$ cat config.mk
export PLATFORM = sky130hd
export DESIGN_NAME = button_click_hold_detector_unit_flat
export DESIGN_NICKNAME = d
export VERILOG_FILES = /design/src/rtl/bchd_pkg.sv /design/src/rtl/bchd_if.sv /design/src/rtl/button_click_hold_detector_unit.sv /design/src/rtl/bchd_mode_fsm.sv /design/src/flat_wrapper.sv
export SDC_FILE = /design/constraint.sdc
export NUM_CORES = 1
export LEC_CHECK = 0
export BUFFER_PORTS_ARGS = -buffer_cell sky130_fd_sc_hd__buf_2
export CORE_UTILIZATION = 60
export CTS_CLUSTER_SIZE = 16
export DETAILED_ROUTE_END_ITERATION = 8
export PLACE_DENSITY = 0.9
export RECOVER_POWER = 100
export SYNTH_ARGS = -nofsm -noshare
export SYNTH_HDL_FRONTEND = slang
export SYNTH_SLANG_ARGS = --single-unit
export TNS_END_PERCENT = 1
$ cat constraint.sdc
create_clock -name clk -period 5.4 [get_ports clk]
set_input_delay 0.27 -clock clk [delete_from_list [all_inputs] [get_ports clk]]
set_output_delay 0.27 -clock clk [all_outputs]
set_load 0.02 [all_outputs]
$ cat src/rtl/bchd_pkg.sv
// Shared types, constants and helper functions of the button click and hold detector.
package bchd_pkg;

  localparam int TIME_WIDTH  = 16;
  localparam int LIMIT_WIDTH = 16;
  localparam int CMP_WIDTH   = (TIME_WIDTH > LIMIT_WIDTH) ? TIME_WIDTH : LIMIT_WIDTH;
  localparam int CFG_IDX_WIDTH = 3;

  typedef logic [TIME_WIDTH-1:0]  time_t;
  typedef logic [LIMIT_WIDTH-1:0] limit_t;

  typedef enum logic [2:0] {
    MODE_IDLE           = 3'd0,
    MODE_CHECK_ACTIVE   = 3'd1,
    MODE_CHECK_INACTIVE = 3'd2,
    MODE_HOLD           = 3'd3,
    MODE_CHECK_RELEASE  = 3'd4
  } mode_t;

  typedef enum logic [2:0] {
    EV_NONE    = 3'd0,
    EV_SINGLE  = 3'd1,
    EV_DOUBLE  = 3'd2,
    EV_HOLD    = 3'd3,
    EV_RELEASE = 3'd4
  } event_t;

  typedef enum logic [CFG_IDX_WIDTH-1:0] {
    CFG_ACTIVE_LEVEL   = 3'd0,
    CFG_DEBOUNCE_TICKS = 3'd1,
    CFG_PRESS_LIMIT    = 3'd2,
    CFG_GAP_LIMIT      = 3'd3,
    CFG_HOLD_LIMIT     = 3'd4,
    CFG_RELEASE_LIMIT  = 3'd5
  } cfg_idx_t;

  localparam logic   RST_ACTIVE_LEVEL   = 1'b0;
  localparam limit_t RST_DEBOUNCE_TICKS = LIMIT_WIDTH'(50);
  localparam limit_t RST_PRESS_LIMIT    = LIMIT_WIDTH'(500);
  localparam limit_t RST_GAP_LIMIT      = LIMIT_WIDTH'(300);
  localparam limit_t RST_HOLD_LIMIT     = LIMIT_WIDTH'(3000);
  localparam limit_t RST_RELEASE_LIMIT  = LIMIT_WIDTH'(300);

  typedef struct packed {
    logic   active_level;
    limit_t debounce_ticks;
    limit_t press_limit;
    limit_t gap_limit;
    limit_t hold_limit;
    limit_t release_limit;
  } cfg_t;

  typedef struct packed {
    mode_t mode;
    time_t change_elapsed;
    logic  clicks_seen;
  } fsm_state_t;

  function automatic time_t sat_inc(time_t v);
    return (v == '1) ? v : v + time_t'(1);
  endfunction

  function automatic logic time_lt(time_t t, limit_t l);
    return CMP_WIDTH'(t) < CMP_WIDTH'(l);
  endfunction

  function automatic logic time_eq(time_t t, limit_t l);
    return CMP_WIDTH'(t) == CMP_WIDTH'(l);
  endfunction

endpackage

$ cat src/rtl/bchd_if.sv
// Valid/ready channel interfaces for tick items and detector results.
interface bchd_in_if;
  logic valid;
  logic ready;
  logic pin_level;
  logic edge_req;

  modport source(output valid, output pin_level, output edge_req, input ready);
  modport sink(input valid, input pin_level, input edge_req, output ready);
endinterface

interface bchd_out_if;
  logic       valid;
  logic       ready;
  logic [2:0] event_res;
  logic       clean_level;

  modport source(output valid, output event_res, output clean_level, input ready);
  modport sink(input valid, input event_res, input clean_level, output ready);
endinterface

$ cat src/rtl/button_click_hold_detector_unit.sv
// Top level of the button debounce and click, double click, hold and release detector.
// Usage: each transfer on in_tick is one millisecond tick carrying the raw pin level
// and an edge interrupt flag. Every tick produces exactly one transfer on out_res,
// carrying the event code (none, single click, double click, hold, release) and
// the debounced pin level after that tick.
// The result of an accepted tick is registered and is valid in the cycle after it is taken.
// Throughput is one tick per cycle while the receiver takes each result; the debounce,
// timer and mode update is one pass of compare logic between the state and result registers.
// The result register acts as the output stage: in_tick stays ready while the
// result is empty or being taken in the same cycle, so a stalled receiver holds
// the result and blocks further ticks until it is taken, and nothing is lost.
// Configuration is written through cfg_we, cfg_index and cfg_data while no tick
// is in flight; indexes beyond the register list are ignored.
// Synchronous active-low reset loads the register defaults, clears the timers,
// sets the debounced level to the released level and empties the result stage.
module button_click_hold_detector_unit (
  input  logic                                 clk,
  input  logic                                 rst_n,
  bchd_in_if.sink                              in_tick,
  bchd_out_if.source                           out_res,
  input  logic                                 cfg_we,
  input  logic [bchd_pkg::CFG_IDX_WIDTH-1:0]   cfg_index,
  input  logic [bchd_pkg::LIMIT_WIDTH-1:0]     cfg_data
);

  bchd_pkg::cfg_t       cfg_r;
  logic                 deb_busy_r;
  bchd_pkg::time_t      deb_elapsed_r;
  logic                 stable_r;
  bchd_pkg::fsm_state_t fsm_r;
  logic                 out_valid_r;
  bchd_pkg::event_t     event_r;

  logic                 deb_busy_nxt;
  bchd_pkg::time_t      deb_elapsed_nxt;
  logic                 stable_nxt;
  bchd_pkg::fsm_state_t fsm_cur;
  bchd_pkg::fsm_state_t fsm_nxt;
  bchd_pkg::event_t     event_nxt;
  logic                 in_fire;

  assign in_tick.ready = !out_valid_r || out_res.ready;
  assign in_fire       = in_tick.valid && in_tick.ready;

  always_ff @(posedge clk) begin
    if (!rst_n) begin
      cfg_r.active_level   <= bchd_pkg::RST_ACTIVE_LEVEL;
      cfg_r.debounce_ticks <= bchd_pkg::RST_DEBOUNCE_TICKS;
      cfg_r.press_limit    <= bchd_pkg::RST_PRESS_LIMIT;
      cfg_r.gap_limit      <= bchd_pkg::RST_GAP_LIMIT;
      cfg_r.hold_limit     <= bchd_pkg::RST_HOLD_LIMIT;
      cfg_r.release_limit  <= bchd_pkg::RST_RELEASE_LIMIT;
    end else if (cfg_we) begin
      case (cfg_index)
        bchd_pkg::CFG_ACTIVE_LEVEL:   cfg_r.active_level   <= cfg_data[0];
        bchd_pkg::CFG_DEBOUNCE_TICKS: cfg_r.debounce_ticks <= cfg_data;
        bchd_pkg::CFG_PRESS_LIMIT:    cfg_r.press_limit    <= cfg_data;
        bchd_pkg::CFG_GAP_LIMIT:      cfg_r.gap_limit      <= cfg_data;
        bchd_pkg::CFG_HOLD_LIMIT:     cfg_r.hold_limit     <= cfg_data;
        bchd_pkg::CFG_RELEASE_LIMIT:  cfg_r.release_limit  <= cfg_data;
        default: begin
        end
      endcase
    end
  end

  always_comb begin
    deb_busy_nxt    = deb_busy_r;
    deb_elapsed_nxt = bchd_pkg::sat_inc(deb_elapsed_r);
    stable_nxt      = stable_r;
    if (in_tick.edge_req && !deb_busy_r) begin
      deb_busy_nxt    = 1'b1;
      deb_elapsed_nxt = '0;
    end
    if (deb_busy_nxt && !bchd_pkg::time_lt(deb_elapsed_nxt, cfg_r.debounce_ticks)) begin
      stable_nxt   = in_tick.pin_level;
      deb_busy_nxt = 1'b0;
    end
    fsm_cur                = fsm_r;
    fsm_cur.change_elapsed = bchd_pkg::sat_inc(fsm_r.change_elapsed);
  end

  bchd_mode_fsm u_mode_fsm (
    .cur     (fsm_cur),
    .pressed (stable_nxt == cfg_r.active_level),
    .cfg     (cfg_r),
    .nxt     (fsm_nxt),
    .evt     (event_nxt)
  );

  always_ff @(posedge clk) begin
    if (!rst_n) begin
      deb_busy_r          <= 1'b0;
      deb_elapsed_r       <= '0;
      stable_r            <= !bchd_pkg::RST_ACTIVE_LEVEL;
      fsm_r.mode          <= bchd_pkg::MODE_IDLE;
      fsm_r.change_elapsed <= '0;
      fsm_r.clicks_seen   <= 1'b0;
      out_valid_r         <= 1'b0;
    end else begin
      if (in_fire) begin
        deb_busy_r    <= deb_busy_nxt;
        deb_elapsed_r <= deb_elapsed_nxt;
        stable_r      <= stable_nxt;
        fsm_r         <= fsm_nxt;
        out_valid_r   <= 1'b1;
      end else if (out_res.ready) begin
        out_valid_r <= 1'b0;
      end
    end
  end

  always_ff @(posedge clk) begin
    if (in_fire) begin
      event_r <= event_nxt;
    end
  end

  assign out_res.valid       = out_valid_r;
  assign out_res.event_res   = event_r;
  assign out_res.clean_level = stable_r;

endmodule

$ cat src/rtl/bchd_mode_fsm.sv
// Next-state and event logic of the click, double click, hold and release machine.
module bchd_mode_fsm (
  input  bchd_pkg::fsm_state_t cur,
  input  logic                 pressed,
  input  bchd_pkg::cfg_t       cfg,
  output bchd_pkg::fsm_state_t nxt,
  output bchd_pkg::event_t     evt
);

  always_comb begin
    bchd_pkg::time_t el;
    el  = cur.change_elapsed;
    nxt = cur;
    evt = bchd_pkg::EV_NONE;
    case (cur.mode)
      bchd_pkg::MODE_CHECK_ACTIVE: begin
        if (!pressed) begin
          if (bchd_pkg::time_lt(el, cfg.press_limit)) begin
            nxt.mode           = bchd_pkg::MODE_CHECK_INACTIVE;
            nxt.change_elapsed = '0;
          end else begin
            nxt.mode = bchd_pkg::MODE_IDLE;
          end
        end else if (!bchd_pkg::time_lt(el, cfg.hold_limit)) begin
          nxt.mode        = bchd_pkg::MODE_HOLD;
          nxt.clicks_seen = 1'b0;
          evt             = bchd_pkg::EV_HOLD;
        end
      end
      bchd_pkg::MODE_CHECK_INACTIVE: begin
        if (!pressed && !bchd_pkg::time_lt(el, cfg.gap_limit)) begin
          nxt.mode = bchd_pkg::MODE_IDLE;
          if (cur.clicks_seen) begin
            nxt.clicks_seen = 1'b0;
            evt             = bchd_pkg::EV_DOUBLE;
          end else begin
            evt = bchd_pkg::EV_SINGLE;
          end
        end else if (pressed) begin
          nxt.mode           = bchd_pkg::MODE_CHECK_ACTIVE;
          nxt.change_elapsed = '0;
          if (bchd_pkg::time_lt(el, cfg.gap_limit)) begin
            nxt.clicks_seen = 1'b1;
          end else if (bchd_pkg::time_eq(el, cfg.gap_limit)) begin
            if (cur.clicks_seen) begin
              nxt.clicks_seen = 1'b0;
              evt             = bchd_pkg::EV_DOUBLE;
            end else begin
              evt = bchd_pkg::EV_SINGLE;
            end
          end
        end
      end
      bchd_pkg::MODE_HOLD: begin
        if (!pressed) begin
          nxt.mode           = bchd_pkg::MODE_CHECK_RELEASE;
          nxt.change_elapsed = '0;
        end
      end
      bchd_pkg::MODE_CHECK_RELEASE: begin
        if (!pressed && !bchd_pkg::time_lt(el, cfg.release_limit)) begin
          nxt.mode = bchd_pkg::MODE_IDLE;
          evt      = bchd_pkg::EV_RELEASE;
        end else if (pressed) begin
          if (bchd_pkg::time_eq(el, cfg.release_limit)) begin
            evt = bchd_pkg::EV_RELEASE;
          end
          nxt.mode           = bchd_pkg::MODE_CHECK_ACTIVE;
          nxt.change_elapsed = '0;
        end
      end
      default: begin
        nxt.mode = bchd_pkg::MODE_IDLE;
        if (pressed) begin
          nxt.mode           = bchd_pkg::MODE_CHECK_ACTIVE;
          nxt.change_elapsed = '0;
        end
      end
    endcase
  end

endmodule
$ cat src/flat_wrapper.sv
// flat-port wrapper written by rule: the top's interface ports become plain ports
module button_click_hold_detector_unit_flat 
  (clk, rst_n, cfg_we, cfg_index, cfg_data, in_tick_valid, in_tick_pin_level, in_tick_edge_req, in_tick_ready, out_res_valid, out_res_event_res, out_res_clean_level, out_res_ready);
  bchd_in_if in_tick_i ();
  bchd_out_if out_res_i ();
  input  logic clk;
  input  logic rst_n;
  input  logic cfg_we;
  input  logic [bchd_pkg::CFG_IDX_WIDTH-1:0] cfg_index;
  input  logic [bchd_pkg::LIMIT_WIDTH-1:0] cfg_data;
  input wire logic [$bits(in_tick_i.valid)-1:0] in_tick_valid;
  input wire logic [$bits(in_tick_i.pin_level)-1:0] in_tick_pin_level;
  input wire logic [$bits(in_tick_i.edge_req)-1:0] in_tick_edge_req;
  output wire logic [$bits(in_tick_i.ready)-1:0] in_tick_ready;
  output wire logic [$bits(out_res_i.valid)-1:0] out_res_valid;
  output wire logic [$bits(out_res_i.event_res)-1:0] out_res_event_res;
  output wire logic [$bits(out_res_i.clean_level)-1:0] out_res_clean_level;
  input wire logic [$bits(out_res_i.ready)-1:0] out_res_ready;
  assign in_tick_i.valid = in_tick_valid;
  assign in_tick_i.pin_level = in_tick_pin_level;
  assign in_tick_i.edge_req = in_tick_edge_req;
  assign in_tick_ready = in_tick_i.ready;
  assign out_res_valid = out_res_i.valid;
  assign out_res_event_res = out_res_i.event_res;
  assign out_res_clean_level = out_res_i.clean_level;
  assign out_res_i.ready = out_res_ready;
  button_click_hold_detector_unit u_core (.clk(clk), .rst_n(rst_n), .in_tick(in_tick_i), .out_res(out_res_i), .cfg_we(cfg_we), .cfg_index(cfg_index), .cfg_data(cfg_data));
endmodule
==> results of run 1 <==
## layer usage
layer / share of wire (%) / global-route usage, % / up-vias
met1: 42 / 42.73 / 3298
met3: 9.1 / 8.130 / 79
met5: 0 / 0 / -
met2: 45 / 51.67 / 360
met4: 3.9 / 16.32 / 0
li1: - / - / 3403
## power breakdown
group	internal [uW]	switching, uW
sequential	933	13.7
combinational	61.1	131
clock	738	414
## sequential cells by signal, indices dropped and copies added (netlist names)
register,flops
u_core.cfg_r,81
u_core.deb_elapsed_r,16
u_core.fsm_r,16
u_core.fsm_cur,4
u_core.deb_busy_r,1
u_core.out_res.event_res,3
u_core.out_res.valid,1
u_core.out_res.clean_level,1
## per-stage QoR
| step | setup slack (ns) | utilization, % | area, sq um |
|---|---|---|---|
| floorplan | 1.086 | - | 7495 |
| global placement | 0.7157 | 64.02 | 7754 |
| detailed placement | 0.5662 | 64.02 | 7754 |
| CTS | 0.4434 | 69.01 | 8358 |
| global route | 0.1159 | 68.52 | 8299 |
| finish | 0.4629 | 68.52 | 8299 |
## cells by family after synthesis
logic type      Yosys count  synth area share, %
simple gates            387                24.04
compound gates          217                18.15
buf+inv                 142                7.262
flops                   123                33.26
fa+ha+maj                79                13.19
xor+xnor                 26                3.038
mux                       8                1.068
## cells in the mapped netlist, types with 2 or more instances
cell / instances / area share [%]
a211o_1: 3 / 0.35
a211oi_1: 10 / 1.0
a21o_1: 9 / 0.90
a21oi_1: 93 / 6.2
a221oi_1: 2 / 0.23
a22oi_1: 5 / 0.50
a31oi_1: 3 / 0.25
and2_1: 6 / 0.50
and3_1: 9 / 0.75
and4_1: 7 / 0.82
and4b_1: 2 / 0.27
clkbuf_1: 39 / 2.0
dfxtp_1: 120 / 32
edfxtp_1: 3 / 1.2
ha_1: 79 / 13
inv_1: 99 / 5.0
mux2i_1: 8 / 1.1
nand2_1: 208 / 10
nand2b_1: 7 / 0.58
nand3_1: 24 / 1.6
nand4_1: 21 / 1.8
nand4b_1: 2 / 0.23
nor2_1: 53 / 2.7
nor2b_1: 8 / 0.67
nor3_1: 18 / 1.2
nor3b_1: 2 / 0.20
nor4_1: 2 / 0.17
nor4_4: 2 / 0.57
o211ai_1: 27 / 2.7
o21a_1: 8 / 0.80
o21ai_0: 35 / 2.3
o21ai_2: 10 / 1.2
o32ai_1: 2 / 0.23
or2_2: 4 / 0.33
or3_1: 3 / 0.25
or4_1: 4 / 0.40
xnor2_1: 14 / 1.6
xor2_1: 12 / 1.4
## how the worst min path moves through the flow
stage	cells after the start	slack, ns	end
floorplan	2	0.40	u_core.out_res.clean_level$_SDFFE_PN1P_
global placement	2	0.44	u_core.cfg_r[49]$_SDFFE_PN0P_
detailed placement	2	0.45	u_core.cfg_r[61]$_SDFFE_PN0P_
CTS	3	0.09	u_core.out_res.valid$_SDFFE_PN0P_
global route	3	0.11	u_core.out_res.valid$_SDFFE_PN0P_
finish	3	0.09	u_core.out_res.valid$_SDFFE_PN0P_
## what timing repair did
item                       in CTS  in global routing
setup endpoints to repair       0                  2
hold buffers                    0                  0
buffers inserted                0                  2
## critical path, cell delays in order, from the launching register on
cell,delay [ns]
dfxtp_1,0.42
ha_1,0.22
nand3_1,0.15
nor4_4,0.39
and4b_1,0.34
and4_1,0.29
nand3_1,0.12
xor2_1,0.17
nor2_1,0.06
ha_1,0.35
nand2_1,0.07
o21ai_0,0.23
o21ba_1,0.23
a311o_1,0.40
o21a_1,0.21
a2111oi_4,0.32
buf_4,0.25
mux2i_1,0.30
a211oi_1,0.11
## layout make-up
class | count | area, sq um
clock buffer | 21 | 491.7
inverter | 100 | 375.4
tap | 168 | 210.2
sequential | 123 | 2492
clock inverter | 9 | 112.6
fill | 914 | 3812
timing repair buffer | 40 | 192.7
multi-input combinational | 717 | 4424
==> reports/qor.csv, run 1 <==
metric,value,unit
max_cap_viol_count,3,
peakVddDrop,0.1902,mV
crit_type,register to register,
finalCritPeriodShare,91.43,%
finalMaxSlewViolations,133,
synth-edff-count,3,
worstSkewPairLatency,0.42,ns
antenna_found_initial,0,
layout.cells.most_common,nand2_1,
areaGrowthSynthToFinish,10.73,%
fmax,0.2025,GHz
clkTransAtPathRegs,0.06,ns
fin_cells,1178,
status,"complete, but fails checks",
drt_iter0_markers,751,
wl_per_cell,17.24,microns
worstReg2RegEnd,u_core.fsm_r[1]$_SDFFE_PN0P_,
cts.sinks,123,
mostFrequentLayoutCells,"nand2_1 (208), dfxtp_1 (120), inv_1 (99)",
die_h,113.8,microns
grt_setup_unrepaired,false,
cp_max_fo,14,
slew_headroom,-144.6,%
syn_nets,1087,
antenna-diode-count,0,
tns,0,ns
rrSetupSlack,0.46,ns
layout-drive-gt1-share,6.634,%
crit_start,u_core.deb_elapsed_r[0]$_SDFFE_PN0P_,
ctsResizeCount,0,
leakage,0.003477,uW
r2r_start,u_core.deb_elapsed_r[0]$_SDFFE_PN0P_,
port_buffers,31,
fin_nets,1104,
synth-main-ff-cell,dfxtp_1,
dpl.hpwl,13520,microns
route.detailed.drc,0,
p_per_area,276.1,mW/mm^2
grtUsageTotal,33.08,%
grt_max_degree,79,
hold_ws,0.09266,ns
synth-seq-area-share,33.26,%
tightest_slew,3.670,ns
cts-root-buf,clkbuf_16,
gp_congestion,0.8748,
fp.coreArea,0.01211,sq mm
fp.dieW,113.8,microns
finalHoldViolCount,0,
ff2ff_path_depth,18,
rows,40,
overflow,0,
async_flop_share,0,%
dp.cells,1146,
violations,"capacitance limit, slew limit",
dieArea,0.01294,sq mm
mappedNetlistArea,0.007495,sq mm
synthDistinctLibCells,57,
grt_pass1_vias,6731,
cts_buffers,17,
vias,7140,
endpoint_kind,register,
fin_skew,0.005433,ns
ant_nets,0,
power,2291,uW
finalCriticalPeriod,4.937,ns
postSynthCellCount,982,
crit_required,5.52,ns
wirelength,20310,microns
startpoint_type,register,
drt_first_pass_iters,8,
yosys_warnings,0,
ios,32,
cts_tree,yes,
syn_avg_cell_area,7.632,sq um
hold_path.class,input port to register,
start_util,61.88,%
ys_ff_latch,123,
setup_violations,0,
drt-vias-per-instance,6.061,
htree_levels,4,
crit_end,u_core.fsm_r[1]$_SDFFE_PN0P_,
hp-start,in_tick_valid,
grt_pass1_wl,33240,microns
cts_max_path_buffers,2,
crit_arrival,5.06,ns
No activity file was read; power rests on OpenSTA's default activity.
==> inputs of run 2 (changes only) <==
==> constraint.sdc (replaced) <==
create_clock -name clk -period 4.7 [get_ports clk]
set_input_delay 0.235 -clock clk [delete_from_list [all_inputs] [get_ports clk]]
set_output_delay 0.235 -clock clk [all_outputs]
set_load 0.02 [all_outputs]
==> reports/qor.csv, run 2 (same netlist as run 1, synthesis figures left out) <==
metric,value,unit,change
rows,40,,unchanged
hold_ws,0.05046,ns,was 0.09266 ns
finalHoldViolCount,0,,unchanged
leakage,0.003510,uW,was 0.003477 uW
grtUsageTotal,33.13,%,was 33.08%
cpMaxStageDelayCell,dfxtp_1,,unchanged
placed_cell_area,0.007776,sq mm,was 0.007754 sq mm
route.detailed.drc,0,,unchanged
largest_register_ffs,81,,unchanged
overflow,0,,unchanged
slew_headroom,-22.82,%,was -144.6%
setup_violations,0,,unchanged
cts_tree,yes,,unchanged
htree_levels,4,,unchanged
finalCriticalPeriod,4.490,ns,was 4.937 ns
drt_iter0_markers,624,,was 751
wl_per_cell,17.16,microns,was 17.24 microns
top_register,u_core.cfg_r,,unchanged
status,"complete, but fails checks",,unchanged
grt_pass1_vias,6774,,was 6731
drt-vias-per-instance,6.080,,was 6.061
mostFrequentLayoutCells,"nand2_1 (208), dfxtp_1 (118), inv_1 (99)",,"was nand2_1 (208), dfxtp_1 (120), inv_1 (99)"
cp_max_fo,7,,was 14
dp.cells,1149,,was 1146
ios,32,,unchanged
grt_setup_unrepaired,false,,unchanged
max_cap_viol_count,2,,was 3
grt_pass1_wl,33240,microns,about the same
fin_cells,1185,,was 1178
finalMaxSlewViolations,54,,was 133
vias,7205,,was 7140
cts.sinks,123,,unchanged
cts_buffers,17,,unchanged
layout.cells.most_common,nand2_1,,unchanged
dpl.hpwl,13570,microns,was 13520 microns
whs_path_depth,3,,unchanged
fmax,0.2227,GHz,was 0.2025 GHz
wirelength,20330,microns,was 20310 microns
design_area,0.008337,sq mm,was 0.008299 sq mm
finalCritPeriodShare,95.53,%,was 91.43%
max_stage_delay,0.47,ns,was 0.42 ns
cts_max_path_buffers,2,,unchanged
startpoint_type,register,,unchanged
p_per_area,313.7,mW/mm^2,was 276.1 mW/mm^2
port_buffers,31,,unchanged
gp_congestion,0.8792,,was 0.8748
fin_nets,1109,,was 1104
crit_type,register to register,,unchanged
drt_first_pass_iters,5,,was 8
areaGrowthSynthToFinish,11.24,%,was 10.73%
fp.coreArea,0.01211,sq mm,unchanged
cts-root-buf,clkbuf_16,,unchanged
clkTransAtPathRegs,0.06,ns,about the same
crit_required,5.01,ns,was 5.52 ns
violations,"capacitance limit, slew limit",,unchanged
layout-drive-gt1-share,7.866,%,was 6.634%
ff2ff_path_depth,17,,was 18
die_h,113.8,microns,unchanged
fp.dieW,113.8,microns,unchanged
antenna_found_initial,0,,unchanged
path_cells,nand4_1 -> nor4_4 -> and4b_2 -> and4_1 -> nand3_1 -> xor2_1 -> nor2_1 -> ha_1 -> nand2_1 -> o21ai_1 -> o21ba_2 -> a311o_1 -> o21a_1 -> a2111oi_4 -> mux2i_1 -> clkbuf_2 -> o21ai_0,,was ha_1 -> nand3_1 -> nor4_4 -> and4b_1 -> and4_1 -> nand3_1 -> xor2_1 -> nor2_1 -> ha_1 -> nand2_1 -> o21ai_0 -> o21ba_1 -> a311o_1 -> o21a_1 -> a2111oi_4 -> buf_4 -> mux2i_1 -> a211oi_1
start_util,61.88,%,unchanged
hold_path.class,input port to register,,unchanged
dieArea,0.01294,sq mm,unchanged
tns,0,ns,unchanged
fin_skew,0.008857,ns,was 0.005433 ns
peakVddDrop,0.2331,mV,was 0.1902 mV
worstSkewPairLatency,0.43,ns,was 0.42 ns
crit_arrival,4.80,ns,was 5.06 ns
post-route-util,68.83,%,was 68.52%
holdBufCountCts,0,,unchanged
endpoint_kind,register,,unchanged
reg_top3,"u_core.cfg_r: 81 flops, u_core.deb_elapsed_r: 16 flops, u_core.fsm_r: 16 flops",,unchanged
antenna-diode-count,0,,unchanged
tightest_slew,1.828,ns,was 3.670 ns
grt_max_degree,80,,was 79
ant_nets,0,,unchanged
==> run 2: final cells by class <==
class | count | area, sq um
multi-input combinational | 717 | 4442
fill | 945 | 3775
sequential | 123 | 2495
clock buffer | 22 | 474.2
inverter | 100 | 375.4
timing repair buffer | 45 | 225.2
tap | 168 | 210.2
clock inverter | 10 | 115.1
==> run 2: worst paths after layout <==
kind / startpoint / endpoint / slack (ns)
setup reg to reg: u_core.deb_elapsed_r[14]$_SDFFE_PN0P_ / u_core.fsm_r[5]$_SDFFE_PN0P_ / 0.21
hold / removal: in_tick_pin_level / u_core.out_res.clean_level$_SDFFE_PN1P_ / 0.05
setup / recovery: u_core.deb_elapsed_r[14]$_SDFFE_PN0P_ / u_core.fsm_r[5]$_SDFFE_PN0P_ / 0.21
hold reg to reg: u_core.cfg_r[59]$_SDFFE_PN0P_ / u_core.cfg_r[59]$_SDFFE_PN0P_ / 0.45
==> run 2: critical path: cells and delay by family (launching register included) <==
family                   cells  cell delay [ns]
flip-flops                   1             0.47
multiplexers                 1             0.37
AND/OR/NAND/NOR              7             1.40
buffers and inverters        1             0.26
adder cells (fa/ha/maj)      1             0.34
AO/OA/AOI/OAI                6             1.38
XOR/XNOR                     1             0.16
==> run 2: power breakdown <==
part           internal, uW  total [uW]  switching [uW]
logic                  69.9         221             151
registers              1070        1090            15.9
clock network           820        1310             486
==> run 2: what timing repair did <==
item                                   4_1_cts  5_1_grt
resized for setup                            2        6
buffers inserted                             2        1
pin swaps                                    2        1
endpoints found under the hold margin        0        0
setup endpoints to repair                   20       23
gates cloned                                 1        0
==> run 2: layer usage <==
layer / GRT usage [%] / wire (microns)
met5: 0 / 0
met4: 19.65 / 1083
met3: 9.299 / 2041
met2: 50.45 / 8907
met1: 41.86 / 8301
==> run 2: metrics by stage <==
stage               setup WS, ns  total power (uW)
finish                    0.2103              2615
global route             0.02976              2690
CTS                      0.04644              2617
detailed placement      -0.06770              1320
global placement          0.1963              1314
floorplan                 0.3865              1248
